--- src/hdl/ipv4hc_pkg.sv ---
// Package: verdict codes, IPv4 field constants and header word positions.
package ipv4hc_pkg;

    typedef enum logic [2:0] {
        VERDICT_ACCEPT      = 3'd0,
        VERDICT_BAD_VERSION = 3'd1,
        VERDICT_SHORT_IHL   = 3'd2,
        VERDICT_BAD_LENGTH  = 3'd3,
        VERDICT_BAD_CSUM    = 3'd4,
        VERDICT_NOT_ICMP    = 3'd5,
        VERDICT_WRONG_DEST  = 3'd6
    } verdict_t;

    localparam logic [3:0]  IP_VERSION = 4'd4;
    localparam logic [3:0]  MIN_IHL    = 4'd5;
    localparam logic [7:0]  PROTO_ICMP = 8'd1;
    localparam logic [31:0] BCAST_ADDR = 32'hFFFF_FFFF;
    localparam logic [15:0] CSUM_GOOD  = 16'hFFFF;

    // Word positions inside the header (word 0 is the flagged first word)
    localparam logic [4:0] WORD_TOTAL_LEN = 5'd1;
    localparam logic [4:0] WORD_PROTOCOL  = 5'd4;
    localparam logic [4:0] WORD_SRC_HI    = 5'd6;
    localparam logic [4:0] WORD_SRC_LO    = 5'd7;
    localparam logic [4:0] WORD_DST_HI    = 5'd8;
    localparam logic [4:0] WORD_DST_LO    = 5'd9;

endpackage

--- src/hdl/ipv4hc_ifs.sv ---
// Interfaces: header word channel, verdict channel and local address write channel.
interface ipv4hc_hdr_if;
    logic        valid;
    logic        ready;
    logic [15:0] header_word;
    logic        first_word;

    modport source (output valid, output header_word, output first_word, input ready);
    modport sink   (input valid, input header_word, input first_word, output ready);
endinterface

interface ipv4hc_res_if;
    logic                 valid;
    logic                 ready;
    ipv4hc_pkg::verdict_t verdict;
    logic [5:0]           header_bytes;
    logic [31:0]          source_addr;
    logic [15:0]          total_length;

    modport source (output valid, output verdict, output header_bytes, output source_addr,
                    output total_length, input ready);
    modport sink   (input valid, input verdict, input header_bytes, input source_addr,
                    input total_length, output ready);
endinterface

interface ipv4hc_cfg_if;
    logic        valid;
    logic        ready;
    logic [31:0] local_addr;

    modport source (output valid, output local_addr, input ready);
    modport sink   (input valid, input local_addr, output ready);
endinterface

--- src/hdl/ipv4_receive_header_check.sv ---
// Top level: IPv4 receive header check, one header word per cycle, one verdict per packet.
// The verdict is registered: it is on the result port in the cycle after the word that decides it.
// Throughput: one header word per cycle; the result register takes a new verdict in the
//   same cycle the old one is taken, so only a stalled result holds up the input.
// Reset (rst_n low, asynchronous): header tracking goes idle, the result register
//   empties and local_addr clears to zero.
module ipv4_receive_header_check
(
    input  logic                 clk,
    input  logic                 rst_n,
    ipv4hc_hdr_if.sink           hdr,
    ipv4hc_res_if.source         result,
    ipv4hc_cfg_if.sink           cfg
);

    // ------------------------------------------------------------------
    // Configuration: local address, written whenever offered
    // ------------------------------------------------------------------
    logic [31:0] local_addr_reg;

    assign cfg.ready = 1'b1;

    always_ff @(posedge clk or negedge rst_n)
    begin
        if (!rst_n)
        begin
            local_addr_reg <= '0;
        end
        else if (cfg.valid)
        begin
            local_addr_reg <= cfg.local_addr;
        end
    end

    // ------------------------------------------------------------------
    // Header tracking state
    // ------------------------------------------------------------------
    logic        active_reg,    active_next;
    logic [4:0]  word_index_reg, word_index_next;
    logic [4:0]  hdr_words_reg, hdr_words_next;   // header length in 16-bit words
    logic [15:0] sum_reg,       sum_next;         // ones-complement running sum
    logic [15:0] length_reg,    length_next;
    logic [7:0]  protocol_reg,  protocol_next;
    logic [31:0] source_reg,    source_next;
    logic [31:0] dest_reg,      dest_next;

    // Result register
    logic                 res_valid_reg;
    ipv4hc_pkg::verdict_t verdict_reg;
    logic [5:0]           header_bytes_reg;
    logic [31:0]          source_addr_reg;
    logic [15:0]          total_length_reg;

    // Result produced by the current word
    logic                 emit;
    ipv4hc_pkg::verdict_t verdict_new;
    logic [5:0]           header_bytes_new;
    logic [31:0]          source_addr_new;
    logic [15:0]          total_length_new;

    logic        hdr_fire;
    logic [3:0]  version;
    logic [3:0]  ihl;
    logic [16:0] sum_wide;
    logic [15:0] sum_folded;
    logic [5:0]  end_bytes;

    // Take a word whenever the result register is empty or being emptied now
    assign hdr.ready = !res_valid_reg || result.ready;
    assign hdr_fire  = hdr.valid && hdr.ready;

    assign version = hdr.header_word[15:12];
    assign ihl     = hdr.header_word[11:8];

    // End-around carry add; the fold never carries again
    assign sum_wide   = {1'b0, sum_reg} + {1'b0, hdr.header_word};
    assign sum_folded = sum_wide[15:0] + {15'd0, sum_wide[16]};

    assign end_bytes = {hdr_words_reg, 1'b0};

    always_comb
    begin
        active_next      = active_reg;
        word_index_next  = word_index_reg;
        hdr_words_next   = hdr_words_reg;
        sum_next         = sum_reg;
        length_next      = length_reg;
        protocol_next    = protocol_reg;
        source_next      = source_reg;
        dest_next        = dest_reg;
        emit             = 1'b0;
        verdict_new      = ipv4hc_pkg::VERDICT_ACCEPT;
        header_bytes_new = end_bytes;
        source_addr_new  = '0;
        total_length_new = '0;

        if (hdr_fire)
        begin
            if (hdr.first_word)
            begin
                // Restart: drop any open header and check word 0 at once
                active_next      = 1'b0;
                word_index_next  = '0;
                hdr_words_next   = {ihl, 1'b0};
                sum_next         = '0;
                length_next      = '0;
                protocol_next    = '0;
                source_next      = '0;
                dest_next        = '0;
                header_bytes_new = {ihl, 2'b00};
                if (version != ipv4hc_pkg::IP_VERSION)
                begin
                    emit        = 1'b1;
                    verdict_new = ipv4hc_pkg::VERDICT_BAD_VERSION;
                end
                else if (ihl < ipv4hc_pkg::MIN_IHL)
                begin
                    emit        = 1'b1;
                    verdict_new = ipv4hc_pkg::VERDICT_SHORT_IHL;
                end
                else
                begin
                    active_next     = 1'b1;
                    sum_next        = hdr.header_word;
                    word_index_next = 5'd1;
                end
            end
            else if (active_reg)
            begin
                sum_next = sum_folded;
                unique case (word_index_reg)
                    ipv4hc_pkg::WORD_TOTAL_LEN: length_next = hdr.header_word;
                    ipv4hc_pkg::WORD_PROTOCOL:  protocol_next = hdr.header_word[7:0];
                    ipv4hc_pkg::WORD_SRC_HI:    source_next = {hdr.header_word, source_reg[15:0]};
                    ipv4hc_pkg::WORD_SRC_LO:    source_next = {source_reg[31:16], hdr.header_word};
                    ipv4hc_pkg::WORD_DST_HI:    dest_next = {hdr.header_word, dest_reg[15:0]};
                    ipv4hc_pkg::WORD_DST_LO:    dest_next = {dest_reg[31:16], hdr.header_word};
                    default:                    ;
                endcase
                word_index_next = word_index_reg + 5'd1;

                // Last header word: close the header and rank the checks
                if (word_index_next >= hdr_words_reg)
                begin
                    active_next      = 1'b0;
                    emit             = 1'b1;
                    total_length_new = length_next;
                    if (length_next < {10'd0, end_bytes})
                    begin
                        verdict_new = ipv4hc_pkg::VERDICT_BAD_LENGTH;
                    end
                    else if (sum_next != ipv4hc_pkg::CSUM_GOOD)
                    begin
                        verdict_new = ipv4hc_pkg::VERDICT_BAD_CSUM;
                    end
                    else if (protocol_next != ipv4hc_pkg::PROTO_ICMP)
                    begin
                        verdict_new = ipv4hc_pkg::VERDICT_NOT_ICMP;
                    end
                    else if (dest_next != local_addr_reg && dest_next != ipv4hc_pkg::BCAST_ADDR)
                    begin
                        verdict_new = ipv4hc_pkg::VERDICT_WRONG_DEST;
                    end
                    else
                    begin
                        verdict_new     = ipv4hc_pkg::VERDICT_ACCEPT;
                        source_addr_new = source_next;
                    end
                end
            end
        end
    end

    always_ff @(posedge clk or negedge rst_n)
    begin
        if (!rst_n)
        begin
            active_reg     <= 1'b0;
            word_index_reg <= '0;
            hdr_words_reg  <= '0;
            sum_reg        <= '0;
            length_reg     <= '0;
            protocol_reg   <= '0;
            source_reg     <= '0;
            dest_reg       <= '0;
        end
        else
        begin
            active_reg     <= active_next;
            word_index_reg <= word_index_next;
            hdr_words_reg  <= hdr_words_next;
            sum_reg        <= sum_next;
            length_reg     <= length_next;
            protocol_reg   <= protocol_next;
            source_reg     <= source_next;
            dest_reg       <= dest_next;
        end
    end

    // ------------------------------------------------------------------
    // Result register: load a new verdict, else drop the one just taken
    // ------------------------------------------------------------------
    always_ff @(posedge clk or negedge rst_n)
    begin
        if (!rst_n)
        begin
            res_valid_reg <= 1'b0;
        end
        else if (emit)
        begin
            res_valid_reg <= 1'b1;
        end
        else if (result.ready)
        begin
            res_valid_reg <= 1'b0;
        end
    end

    always_ff @(posedge clk)
    begin
        if (emit)
        begin
            verdict_reg      <= verdict_new;
            header_bytes_reg <= header_bytes_new;
            source_addr_reg  <= source_addr_new;
            total_length_reg <= total_length_new;
        end
    end

    assign result.valid        = res_valid_reg;
    assign result.verdict      = verdict_reg;
    assign result.header_bytes = header_bytes_reg;
    assign result.source_addr  = source_addr_reg;
    assign result.total_length = total_length_reg;

    // ------------------------------------------------------------------
    // Assertions
    // ------------------------------------------------------------------
    // A new verdict appears only after an accepted word
    assert property (@(posedge clk) disable iff (!rst_n)
        (res_valid_reg && !$past(res_valid_reg)) |-> $past(hdr_fire))
        else $error("verdict without an accepted word");

    // An open header always has words left to come
    assert property (@(posedge clk) disable iff (!rst_n)
        active_reg |-> (word_index_reg != 5'd0) && (word_index_reg < hdr_words_reg)
                       && (hdr_words_reg >= {ipv4hc_pkg::MIN_IHL, 1'b0}))
        else $error("open header past its end");

    // An accepted packet never has a total length shorter than its header
    assert property (@(posedge clk) disable iff (!rst_n)
        (res_valid_reg && verdict_reg == ipv4hc_pkg::VERDICT_ACCEPT)
            |-> (total_length_reg >= {10'd0, header_bytes_reg}))
        else $error("accepted packet with short total length");

endmodule

--- src/flat_wrapper.sv ---
// flat-port wrapper written by rule: the top's interface ports become plain ports
module ipv4_receive_header_check_flat 
  (clk, rst_n, hdr_valid, hdr_header_word, hdr_first_word, hdr_ready, result_valid, result_verdict, result_header_bytes, result_source_addr, result_total_length, result_ready, cfg_valid, cfg_local_addr, cfg_ready);
  ipv4hc_hdr_if hdr_i ();
  ipv4hc_res_if result_i ();
  ipv4hc_cfg_if cfg_i ();
  input  logic clk;
  input  logic rst_n;
  input wire logic [$bits(hdr_i.valid)-1:0] hdr_valid;
  input wire logic [$bits(hdr_i.header_word)-1:0] hdr_header_word;
  input wire logic [$bits(hdr_i.first_word)-1:0] hdr_first_word;
  output wire logic [$bits(hdr_i.ready)-1:0] hdr_ready;
  output wire logic [$bits(result_i.valid)-1:0] result_valid;
  output wire logic [$bits(result_i.verdict)-1:0] result_verdict;
  output wire logic [$bits(result_i.header_bytes)-1:0] result_header_bytes;
  output wire logic [$bits(result_i.source_addr)-1:0] result_source_addr;
  output wire logic [$bits(result_i.total_length)-1:0] result_total_length;
  input wire logic [$bits(result_i.ready)-1:0] result_ready;
  input wire logic [$bits(cfg_i.valid)-1:0] cfg_valid;
  input wire logic [$bits(cfg_i.local_addr)-1:0] cfg_local_addr;
  output wire logic [$bits(cfg_i.ready)-1:0] cfg_ready;
  assign hdr_i.valid = hdr_valid;
  assign hdr_i.header_word = hdr_header_word;
  assign hdr_i.first_word = hdr_first_word;
  assign hdr_ready = hdr_i.ready;
  assign result_valid = result_i.valid;
  assign result_verdict = result_i.verdict;
  assign result_header_bytes = result_i.header_bytes;
  assign result_source_addr = result_i.source_addr;
  assign result_total_length = result_i.total_length;
  assign result_i.ready = result_ready;
  assign cfg_i.valid = cfg_valid;
  assign cfg_i.local_addr = cfg_local_addr;
  assign cfg_ready = cfg_i.ready;
  ipv4_receive_header_check u_core (.clk(clk), .rst_n(rst_n), .hdr(hdr_i), .result(result_i), .cfg(cfg_i));
endmodule
--- config.mk ---
export PLATFORM = sky130hd
export DESIGN_NAME = ipv4_receive_header_check_flat
export DESIGN_NICKNAME = d
export VERILOG_FILES = /design/src/hdl/ipv4hc_pkg.sv /design/src/hdl/ipv4hc_ifs.sv /design/src/hdl/ipv4_receive_header_check.sv /design/src/flat_wrapper.sv
export SDC_FILE = /design/constraint.sdc
export NUM_CORES = 1
export LEC_CHECK = 0
export ABC_AREA = 1
export BUFFER_PORTS_ARGS = -buffer_cell sky130_fd_sc_hd__buf_2
export CAP_MARGIN = 20
export CELL_PAD_IN_SITES_DETAIL_PLACEMENT = 1
export CELL_PAD_IN_SITES_GLOBAL_PLACEMENT = 2
export CORE_AREA = 3 3 176 178
export CTS_BUF_LIST = sky130_fd_sc_hd__clkbuf_8
export DETAILED_ROUTE_END_ITERATION = 7
export DIE_AREA = 0 0 179 181
export GPL_TIMING_DRIVEN = 0
export MAX_ROUTING_LAYER = met4
export PLACE_DENSITY_LB_ADDON = 0.1
export SYNTH_ARGS = -nofsm -noshare
export SYNTH_HDL_FRONTEND = slang
export SYNTH_SLANG_ARGS = --single-unit
--- constraint.sdc ---
create_clock -name clk -period 9.8 [get_ports clk]
set_input_delay 0.98 -clock clk [delete_from_list [all_inputs] [get_ports clk]]
set_output_delay 0.98 -clock clk [all_outputs]
set_load 0.02 [all_outputs]
### Word level (Yosys, flattened, before mapping)

Cells that the tools add are included.

* logic and storage cells: 99
* bits in registers: 204

* equal/unequal tests: 11
* multiplexer cells: 53
* $lt $le $gt $ge: 3
* add/sub/neg operators: 3
* bitwise logic cells: 3
* reductions and logical operators: 10

Operators with widths (count)
* $mux W32: 7
* $mux W16: 10
* $pmux W32 S2: 2
* $mux W8: 6
* $ne A32 B32 Y1: 1
* $ne A32 B32 Y1 const B: 1
* $mux W3: 8
* $add A16 B16 Y17: 1
* $add A16 B1 Y16: 1
* $lt A16 B6 Y1: 1
* $ne A16 B16 Y1 const B: 1
* $eq A5 B3 Y1 const B: 3
* $mux W5: 3
* $mux W1: 14
* $mux W6: 2
* $eq A5 B4 Y1 const B: 2
* $ne A8 B1 Y1 const B: 1
* $reduce_or A8 Y1: 1
* $add A5 B1 Y5 const B: 1
* $eq A5 B1 Y1 const B: 1
* $ge A5 B5 Y1: 1
* $lt A4 B3 Y1 const B: 1
* $ne A4 B3 Y1 const B: 1
* $reduce_and A2 Y1: 2
* 7 further kinds: 11

### Logic depth before layout (Yosys ltp)

Gate-level depths: netlist (run 1).

* depth in word-level cells: 14
* gate-level depth with buffers: 30
* gate-level depth less buffers: 30

### Worst setup path before layout (run 1)

Ideal clock, no wire load.

* kind: input to register
* start: in hdr_header_word[0]
* end: reg u_core.source_addr_reg[20] (netlist: u_core.result.source_addr[20]) (data pin)
* data required time: 9.665 ns
* arrival time: 4.108 ns
* setup slack: 5.557 ns
* cell stages on the path: 27
* path buffers: 1
* cells stage by stage: ha_1 inv_1 fa_1 inv_1 nand2_1 nand2_1 nand3_1 nand2_1 nand2_1 nand2_1 a21oi_1 o21bai_1 ha_1 ha_1 inv_1 nor2_1 nand3_1 nor2_1 nand2_1 nor2_1 nand3_1 nand2_1 nand3_2 nor3_4 nand4_4 buf_6 nor2_2

* cells in the longest elaborated chain, start to end: 7

RTL lines
* from (decl): line flat_wrapper.sv:10 `input wire logic [$bits(hdr_i.header_word)-1:0] hdr_header_word;`
* parallel branches: the longest is 6 deep, another holds $add A16 B16 Y17
* $reduce_or A8 Y1 (no line) *
* to (signal assigned): line ipv4_receive_header_check.sv:225 `source_addr_reg <= source_addr_new;`
* to (decl): line ipv4_receive_header_check.sv:51 `logic [31:0] source_addr_reg;`

Every way passes the cells marked *. The select of a mux whose other input is x is not followed.
A chain may end at the register's enable or synchronous reset.

### Worst setup path in the final report (run 1)

* start: in hdr_header_word[1]
* end: reg u_core.source_addr_reg[1] (netlist: u_core.result.source_addr[1]) (data pin)

* cells in the longest elaborated chain, start to end: 7

RTL lines
* parallel branches: the longest is 7 deep, another holds $add A16 B16 Y17

Parallel ways; which one is timed is not known. The select of a mux whose other input is x is not followed.

==> results of run 1 <==
layout make-up:
class                           count  area (um2)  area share, %
Tap cell                          390         488           3.69
Inverter                          212         796           6.01
Clock buffer                       42         578           4.37
Buffer                             55         289           2.18
Timing Repair Buffer              110         598           4.52
Clock inverter                     28         144           1.09
Multi-Input combinational cell    989        5020           37.9
Sequential cell                   202        5330           40.3
per-stage QoR:
stage                     worst slack (ps)  instances  util, %  total power, mW
final                                 4870       2028     44.8             2.77
after global routing                  4460       2028     44.8             2.97
after CTS                             4830       2028     44.8             2.80
after detailed placement              4260       1958     42.3             1.99
after global placement                4350       1956     42.2             1.96
after floorplan                       5560       1458        -             1.68
cell usage after synthesis (14+ instances only):
cell                         n
sky130_fd_sc_hd__a21oi_1    40
sky130_fd_sc_hd__clkbuf_1   39
sky130_fd_sc_hd__dfrtp_1   147
sky130_fd_sc_hd__edfxtp_1   55
sky130_fd_sc_hd__ha_1       29
sky130_fd_sc_hd__inv_1     204
sky130_fd_sc_hd__nand2_1   422
sky130_fd_sc_hd__nand3_1    63
sky130_fd_sc_hd__nand4_1    14
sky130_fd_sc_hd__nor2_1    111
sky130_fd_sc_hd__nor2_2     35
sky130_fd_sc_hd__o21ai_0   119
sky130_fd_sc_hd__o22ai_1    58
power groups by stage:
stage / clock, mW / combinational [mW] / sequential, mW
after floorplan: 0 / 0.666 / 1.02
after global placement: 0 / 0.955 / 1.00
after detailed placement: 0 / 0.985 / 1.00
after CTS: 0.821 / 0.989 / 0.989
after global routing: 0.858 / 1.12 / 0.997
final: 0.793 / 0.988 / 0.988
layer usage:
layer | GRT usage, % | up-vias | wire [um]
li1 | - | 5042 | -
met1 | 32.7 | 4985 | 17700
met2 | 39.7 | 216 | 18100
met3 | 3.43 | 58 | 1710
met4 | 5.77 | 0 | 860
met5 | - | - | 0
final timing paths:
path                                                                   end  slack (ps)  cells past startpoint
worst max-delay path            u_core.result.source_addr[1]$_SDFFCE_PP0P_        4870                     27
worst min-delay path                      u_core.length_reg[4]$_DFFE_PN0P_         340                      1
worst max register to register  u_core.result.source_addr[1]$_SDFFCE_PP0P_        5210                     27
worst min register to register           u_core.source_reg[20]$_DFFE_PN0P_         490                      2
max in group asynchronous            u_core.local_addr_reg[24]$_DFFE_PN0P_        8570                      2
min in group clk                         u_core.source_reg[20]$_DFFE_PN0P_         490                      2
cells by family (layout without fill, tap and decap cells):
logic type	after synthesis	count (layout)
buffers and inverters	267	447
XOR/XNOR	3	3
AO/OA/AOI/OAI	277	277
other	2	3
AND/OR/NAND/NOR	675	675
adder cells (fa/ha/maj)	30	30
flip-flops	202	202
multiplexers	1	1
==> metrics.md, run 1 <==
| Metric | Value |
|---|---|
| Share of synthesized cell area in full adder, half adder and majority cells | 3.35% |
| Category of the worst setup path launch point | primary input |
| Portion of total power attributed to the clock network | 28.7% |
| Number of distinct standard cells referenced by the synthesized netlist | 46 |
| Portion of the post-synthesis area used by sequential elements | 46.6% |
| Maximum clock frequency | 203 MHz |
| Post-synthesis sequential element count | 202 |
| Area of the die | 32400 um2 |
| Postcts setup bufs | 0 |
| Pin count of the biggest net entering global routing | 93 |
| Slowest cell on the critical path | sky130_fd_sc_hd__fa_1 |
| I/O pin count | 114 |
| Worst Path Arrival | 5320 ps |
| Slowest Stage Delay on Critical Path | 530 ps |
| Mean cell area of the mapped netlist | 7.84 um2 |
| H-Tree Level Count | 2 |
| Hold Vio Cnt, Final | 0 |
| Mean routed wirelength per cell | 18.9 um |
| Layout Cell Area excl Fill | 13200 um2 |
| Core area | 29600 um2 |
| Most common cell after layout, fill and taps aside | sky130_fd_sc_hd__nand2_1 |
| Switch share | 40.0% |
| Remaining global-route overflow | 0 |
| Critical path's most frequent cell | sky130_fd_sc_hd__nand2_1 |
| Buffer type at the clock tree root | sky130_fd_sc_hd__clkbuf_8 |
| Total DRC errors in the routed layout | 0 |
| X dimension of the die | 179 um |
| Slew at the pin closest to its max-slew limit | 835 ps |
| Clock buffer count from CTS | 38 |
| Number of antenna diodes | 0 |
| Final critical-path required period | 4930 ps |
| Source of the critical timing path | hdr_header_word[1] |
| Largest delay contributor family on the critical path | simple AND/OR/NAND/NOR gates |
| Combinational cell fraction of total power | 35.7% |
| Setup violators final | 0 |
| Setup TNS | 0 ps |
| Simple-Gate Fraction of Synth Area | 25.3% |
| Worst-case hold slack | 341 ps |
| Iteration count of the initial detailed-routing pass | 4 |
| Wire length after detailed routing | 38300 um |
| Aggregate global-route resource usage | 24.5% |
| Most frequently used flop master after synthesis | sky130_fd_sc_hd__dfrtp_1 |
| Post-synthesis compound-gate area fraction | 14.8% |
| Top library cells by usage in the layout, fill and taps aside | sky130_fd_sc_hd__nand2_1 (422), sky130_fd_sc_hd__inv_1 (223), sky130_fd_sc_hd__dfrtp_1 (147), sky130_fd_sc_hd__o21ai_0 (119), sky130_fd_sc_hd__nor2_1 (111) |
| Top cells by area, synth | sky130_fd_sc_hd__dfrtp_1 (32%), sky130_fd_sc_hd__edfxtp_1 (14%), sky130_fd_sc_hd__nand2_1 (14%) |
| DR iter-0 viols | 644 |
| Main combinational cell family by area after synthesis | simple AND/OR/NAND/NOR gates |
| CTS sink count | 202 |
| Worst VDD drop | 83.9 uV |
| Die Ht | 181 um |
| Area share of xor/xnor cells in the synthesized design | 0.230% |
| Clk slew on worst S/H paths | 60 ps |
| Most area-hungry cell type in the Yosys netlist | sky130_fd_sc_hd__dfrtp_1 |
| Sequential share of power | 35.7% |
| Vias after detailed routing | 10300 |
| Post-CTS resize count | 0 |
| Number of standard-cell rows in the floorplan | 63 |
| Switching Power | 1.11 mW |
| Routed Antenna Nets | 0 |
| Standard cell area after detailed placement | 12500 um2 |
| Kind of end point of the critical path | flip-flop |
| Number of nets in the finished design | 1692 |
| Startpoint-to-endpoint class of the critical path | primary input to flip-flop |
| Maximum Capacitance Violations | 0 |
| Leak pwr | 6.44 nW |
| Number of flops mapped to enable cells by yosys | 55 |
| Maximum clock path buffer count | 3 |
| Power per Cell Area | 209 nW/um2 |
| Wire length of the first global-routing pass | 59500 um |
| Pins Over Slew Limit | 0 |
| Clk Latency, worst-skew pair | 550 ps |
| Outcome | finished clean |
| Number of instances in the synthesized netlist | 1457 |
| Count of yosys warnings during synthesis | 0 |
| DPL Wire Length | 28700 um |
| TritonCTS clock tree | yes |
| Count of buffers inserted at the top-level ports | 108 |
| Power Internal | 1.66 mW |
| Share of synthesized registers carrying an async set or reset | 72.8% |
| Global placer's final weighted congestion | 0.863 |
| RSZ-0062 raised after global routing | false |
| Worst clock skew on the final layout | 23.0 ps |
| Area growth from synthesis to layout | 15.9% |
| Initial Utilization | 38.7% |
| Hold-fix buffers at CTS | 0 |
| Worst slew margin | 44.3% |
| Worst-path fanout max | 10 |
| Classification of the worst-slack hold path | primary input to asynchronous set/reset pin |
| Share of synthesized area spent on multiplexers | 0.0985% |
| Vias in the first global route | 10500 |
| Reg-to-reg critical path startpoint | u_core.sum_reg[0]$_DFFE_PN0P_ |
| Total buffers and inverters traversed by the critical path | 5 |
| Vias per inst | 5.08 |
| Antenna violations before repair | 0 |
| Fraction of layout cells with a size suffix above 1 | 15.5% |
| Area of the mapped netlist | 11400 um2 |
| Final period utilization | 50.3% |
| Fraction of post-synthesis cell area in the top cell type by area | 32.2% |
| Fill cell count | 3675 |
| Required time worst endpoint | 10200 ps |
No activity file was read; power rests on OpenSTA's default activity.
==> inputs of run 2 (changes only) <==
--- a/config.mk
+++ b/config.mk
@@ -10,10 +10,10 @@
 export CAP_MARGIN = 20
 export CELL_PAD_IN_SITES_DETAIL_PLACEMENT = 1
 export CELL_PAD_IN_SITES_GLOBAL_PLACEMENT = 2
-export CORE_AREA = 3 3 176 178
+export CORE_AREA = 3 3 191 193
 export CTS_BUF_LIST = sky130_fd_sc_hd__clkbuf_8
 export DETAILED_ROUTE_END_ITERATION = 7
-export DIE_AREA = 0 0 179 181
+export DIE_AREA = 0 0 194 196
 export GPL_TIMING_DRIVEN = 0
 export MAX_ROUTING_LAYER = met4
 export PLACE_DENSITY_LB_ADDON = 0.1
==> constraint.sdc (replaced) <==
create_clock -name clk -period 4.2 [get_ports clk]
set_input_delay 0.42 -clock clk [delete_from_list [all_inputs] [get_ports clk]]
set_output_delay 0.42 -clock clk [all_outputs]
set_load 0.02 [all_outputs]
==> run 2 against run 1 <==
Setup slack got worse by 4800 ps. Hold slack got worse by 300 ps. Sequential power is 140% higher. Clock power rose to 2.5 times the previous value. Critical path depth is 3 higher. Routed wire length rose by 4.5%. Critical endpoint is now u_core.result.source_addr[16]$_SDFFCE_PP0P_. Largest cell class unchanged.
==> metrics.md, run 2 (synthesized netlist as in run 1, its figures left out) <==
| Metric | Value |
|---|---|
| Number of antenna diodes | 0 |
| Number of standard-cell rows in the floorplan | 68 |
| Fill cell count | 4306 |
| Slowest cell on the critical path | sky130_fd_sc_hd__dfrtp_1 |
| Area growth from synthesis to layout | 23.2% |
| Maximum Capacitance Violations | 0 |
| Vias in the first global route | 10800 |
| Clk slew on worst S/H paths | 60 ps |
| Mean routed wirelength per cell | 18.8 um |
| Post-layout instance count excluding filler cells | 2132 |
| Hold Vio Cnt, Final | 0 |
| Worst Path Arrival | 4570 ps |
| Pin count of the biggest net entering global routing | 97 |
| Vias after detailed routing | 10500 |
| Slew at the pin closest to its max-slew limit | 770 ps |
| Total DRC errors in the routed layout | 0 |
| H-Tree Level Count | 2 |
| Iteration count of the initial detailed-routing pass | 5 |
| Aggregate global-route resource usage | 21.7% |
| Worst slew margin | 48.6% |
| Power per Cell Area | 485 nW/um2 |
| Worst VDD drop | 204 uV |
| Count of buffers inserted at the top-level ports | 108 |
| Remaining global-route overflow | 0 |
| Top library cells by usage in the layout, fill and taps aside | sky130_fd_sc_hd__nand2_1 (407), sky130_fd_sc_hd__inv_1 (214), sky130_fd_sc_hd__dfrtp_1 (147), sky130_fd_sc_hd__o21ai_0 (115), sky130_fd_sc_hd__buf_2 (110) |
| Vias per inst | 4.93 |
| Die Ht | 196 um |
| TritonCTS clock tree | yes |
| Wire length after detailed routing | 40000 um |
| Global placer's final weighted congestion | 0.822 |
| Setup TNS | 0 ps |
| X dimension of the die | 194 um |
| Leak pwr | 6.68 nW |
| Buffer type at the clock tree root | sky130_fd_sc_hd__clkbuf_8 |
| Routed Antenna Nets | 0 |
| Area of the die | 38000 um2 |
| Antenna violations before repair | 0 |
| Required time worst endpoint | 4650 ps |
| Clk Latency, worst-skew pair | 610 ps |
| Initial Utilization | 32.9% |
| Number of nets in the finished design | 1729 |
| Wire length of the first global-routing pass | 62400 um |
| Slowest Stage Delay on Critical Path | 380 ps |
| Startpoint-to-endpoint class of the critical path | flip-flop to flip-flop |
| Most common cell after layout, fill and taps aside | sky130_fd_sc_hd__nand2_1 |
| Final period utilization | 98.1% |
| Classification of the worst-slack hold path | primary input to flip-flop |
| Pins Over Slew Limit | 0 |
| Category of the worst setup path launch point | flip-flop |
| Maximum clock frequency | 243 MHz |
| Core area | 34700 um2 |
| Clock buffer count from CTS | 41 |
| Setup violators final | 0 |
| Outcome | finished clean |
| DPL Wire Length | 29600 um |
| Final critical-path required period | 4120 ps |
| Instance count along the most critical hold path | 3 |
| Path depth of the worst reg2reg path | 30 |
| I/O pin count | 114 |
| Kind of end point of the critical path | flip-flop |
| Maximum clock path buffer count | 3 |
| CTS sink count | 202 |
| Worst clock skew on the final layout | 33.1 ps |
| DR iter-0 viols | 489 |
| RSZ-0062 raised after global routing | true |
| Fraction of layout cells with a size suffix above 1 | 19.3% |
| Worst-path fanout max | 8 |
| Critical path's most frequent cell | sky130_fd_sc_hd__nand2_2 |
| Post-Place Cells | 2023 |
-- run 2: cell count changes in the layout (fill, tap and decap cells not counted), moves of 4 or more --
cell                            delta
sky130_fd_sc_hd__nor2_4           +31
sky130_fd_sc_hd__dlygate4sd3_1    +16
sky130_fd_sc_hd__nand3_2           +4
sky130_fd_sc_hd__nand3_1           -4
sky130_fd_sc_hd__nor2_2           -19
sky130_fd_sc_hd__o21ai_1           +4
sky130_fd_sc_hd__inv_1             -9
sky130_fd_sc_hd__nand2_2          +13
sky130_fd_sc_hd__nand2_1          -15
sky130_fd_sc_hd__buf_12            +4
sky130_fd_sc_hd__o21ai_0           -4
sky130_fd_sc_hd__nor2_1           -12
sky130_fd_sc_hd__buf_4            +13
sky130_fd_sc_hd__clkinv_2          +7
-- run 2: path summary, 6_finish.rpt --
path / from / to / slack, ps
worst max-delay path: u_core.sum_reg[0]$_DFFE_PN0P_ / u_core.result.source_addr[16]$_SDFFCE_PP0P_ / 80
worst min-delay path: cfg_local_addr[7] / u_core.local_addr_reg[7]$_DFFE_PN0P_ / 40
worst max register to register: u_core.sum_reg[0]$_DFFE_PN0P_ / u_core.result.source_addr[16]$_SDFFCE_PP0P_ / 80
worst min register to register: u_core.dest_reg[18]$_DFFE_PN0P_ / u_core.dest_reg[18]$_DFFE_PN0P_ / 490
max in group asynchronous: rst_n / u_core.sum_reg[15]$_DFFE_PN0P_ / 2960
min in group asynchronous: rst_n / u_core.length_reg[4]$_DFFE_PN0P_ / 340
-- run 2: repair_timing --
item                                   CTS  global route
buffers inserted                         8             7
resized for setup                       25            65
pin swaps                                9            21
hold buffers                            16             0
endpoints found under the hold margin   66             0
gates cloned                             1             2
setup endpoints to repair               35            35
-- run 2: power breakdown --
part | switching, mW | total (mW) | internal [mW]
Sequential | 0.113 | 2.33 | 2.21
Combinational | 1.71 | 2.51 | 0.800
Clock | 0.934 | 1.99 | 1.05
-- run 2: layout make-up --
| type | count | area [um2] | share of cell area, % |
|---|---|---|---|
| plain buffers | 55 | 315 | 2.24 |
| clock buffers | 45 | 619 | 4.40 |
| clock inverters | 30 | 161 | 1.15 |
| inverters | 212 | 796 | 5.65 |
| multi-input cells | 989 | 5320 | 37.8 |
| flip-flops and latches | 202 | 5330 | 37.9 |
| well taps | 455 | 569 | 4.04 |
| repair buffers | 144 | 965 | 6.85 |
-- run 2: per-layer routing --
metal,part of all wire [%],wire (um),GRT usage (%),vias to the layer above
li1,-,-,-,5120
met1,47,18800,28.5,5139
met2,47,18700,34.7,184
met3,4.1,1630,3.85,67
met4,2.4,976,6.01,0
met5,0,0,-,-
-- run 2: critical path: cells and delay by family (launching register included) --
kind / cells / cell delay (ps)
and+or+nand+nor: 19 / 1960
adders and majority gates: 4 / 920
buffers and inverters: 5 / 490
DFF: 1 / 380
AOI/OAI and AO/OA: 2 / 240
-- run 2: through the flow --
step / hold WS, ps / cell area (um2) / setup slack, ps / power (mW) / utilization (%)
2_1_floorplan: 124 / 11400 / 517 / 3.92 / -
3_3_place_gp: 466 / 12500 / -935 / 4.60 / 36.1
3_5_place_dp: 361 / 12600 / -940 / 4.66 / 36.3
4_1_cts: 0.743 / 13700 / 15.7 / 6.79 / 39.5
5_1_grt: 9.59 / 14100 / -200 / 7.35 / 40.6
6_report: 40.6 / 14100 / 80.5 / 6.83 / 40.6
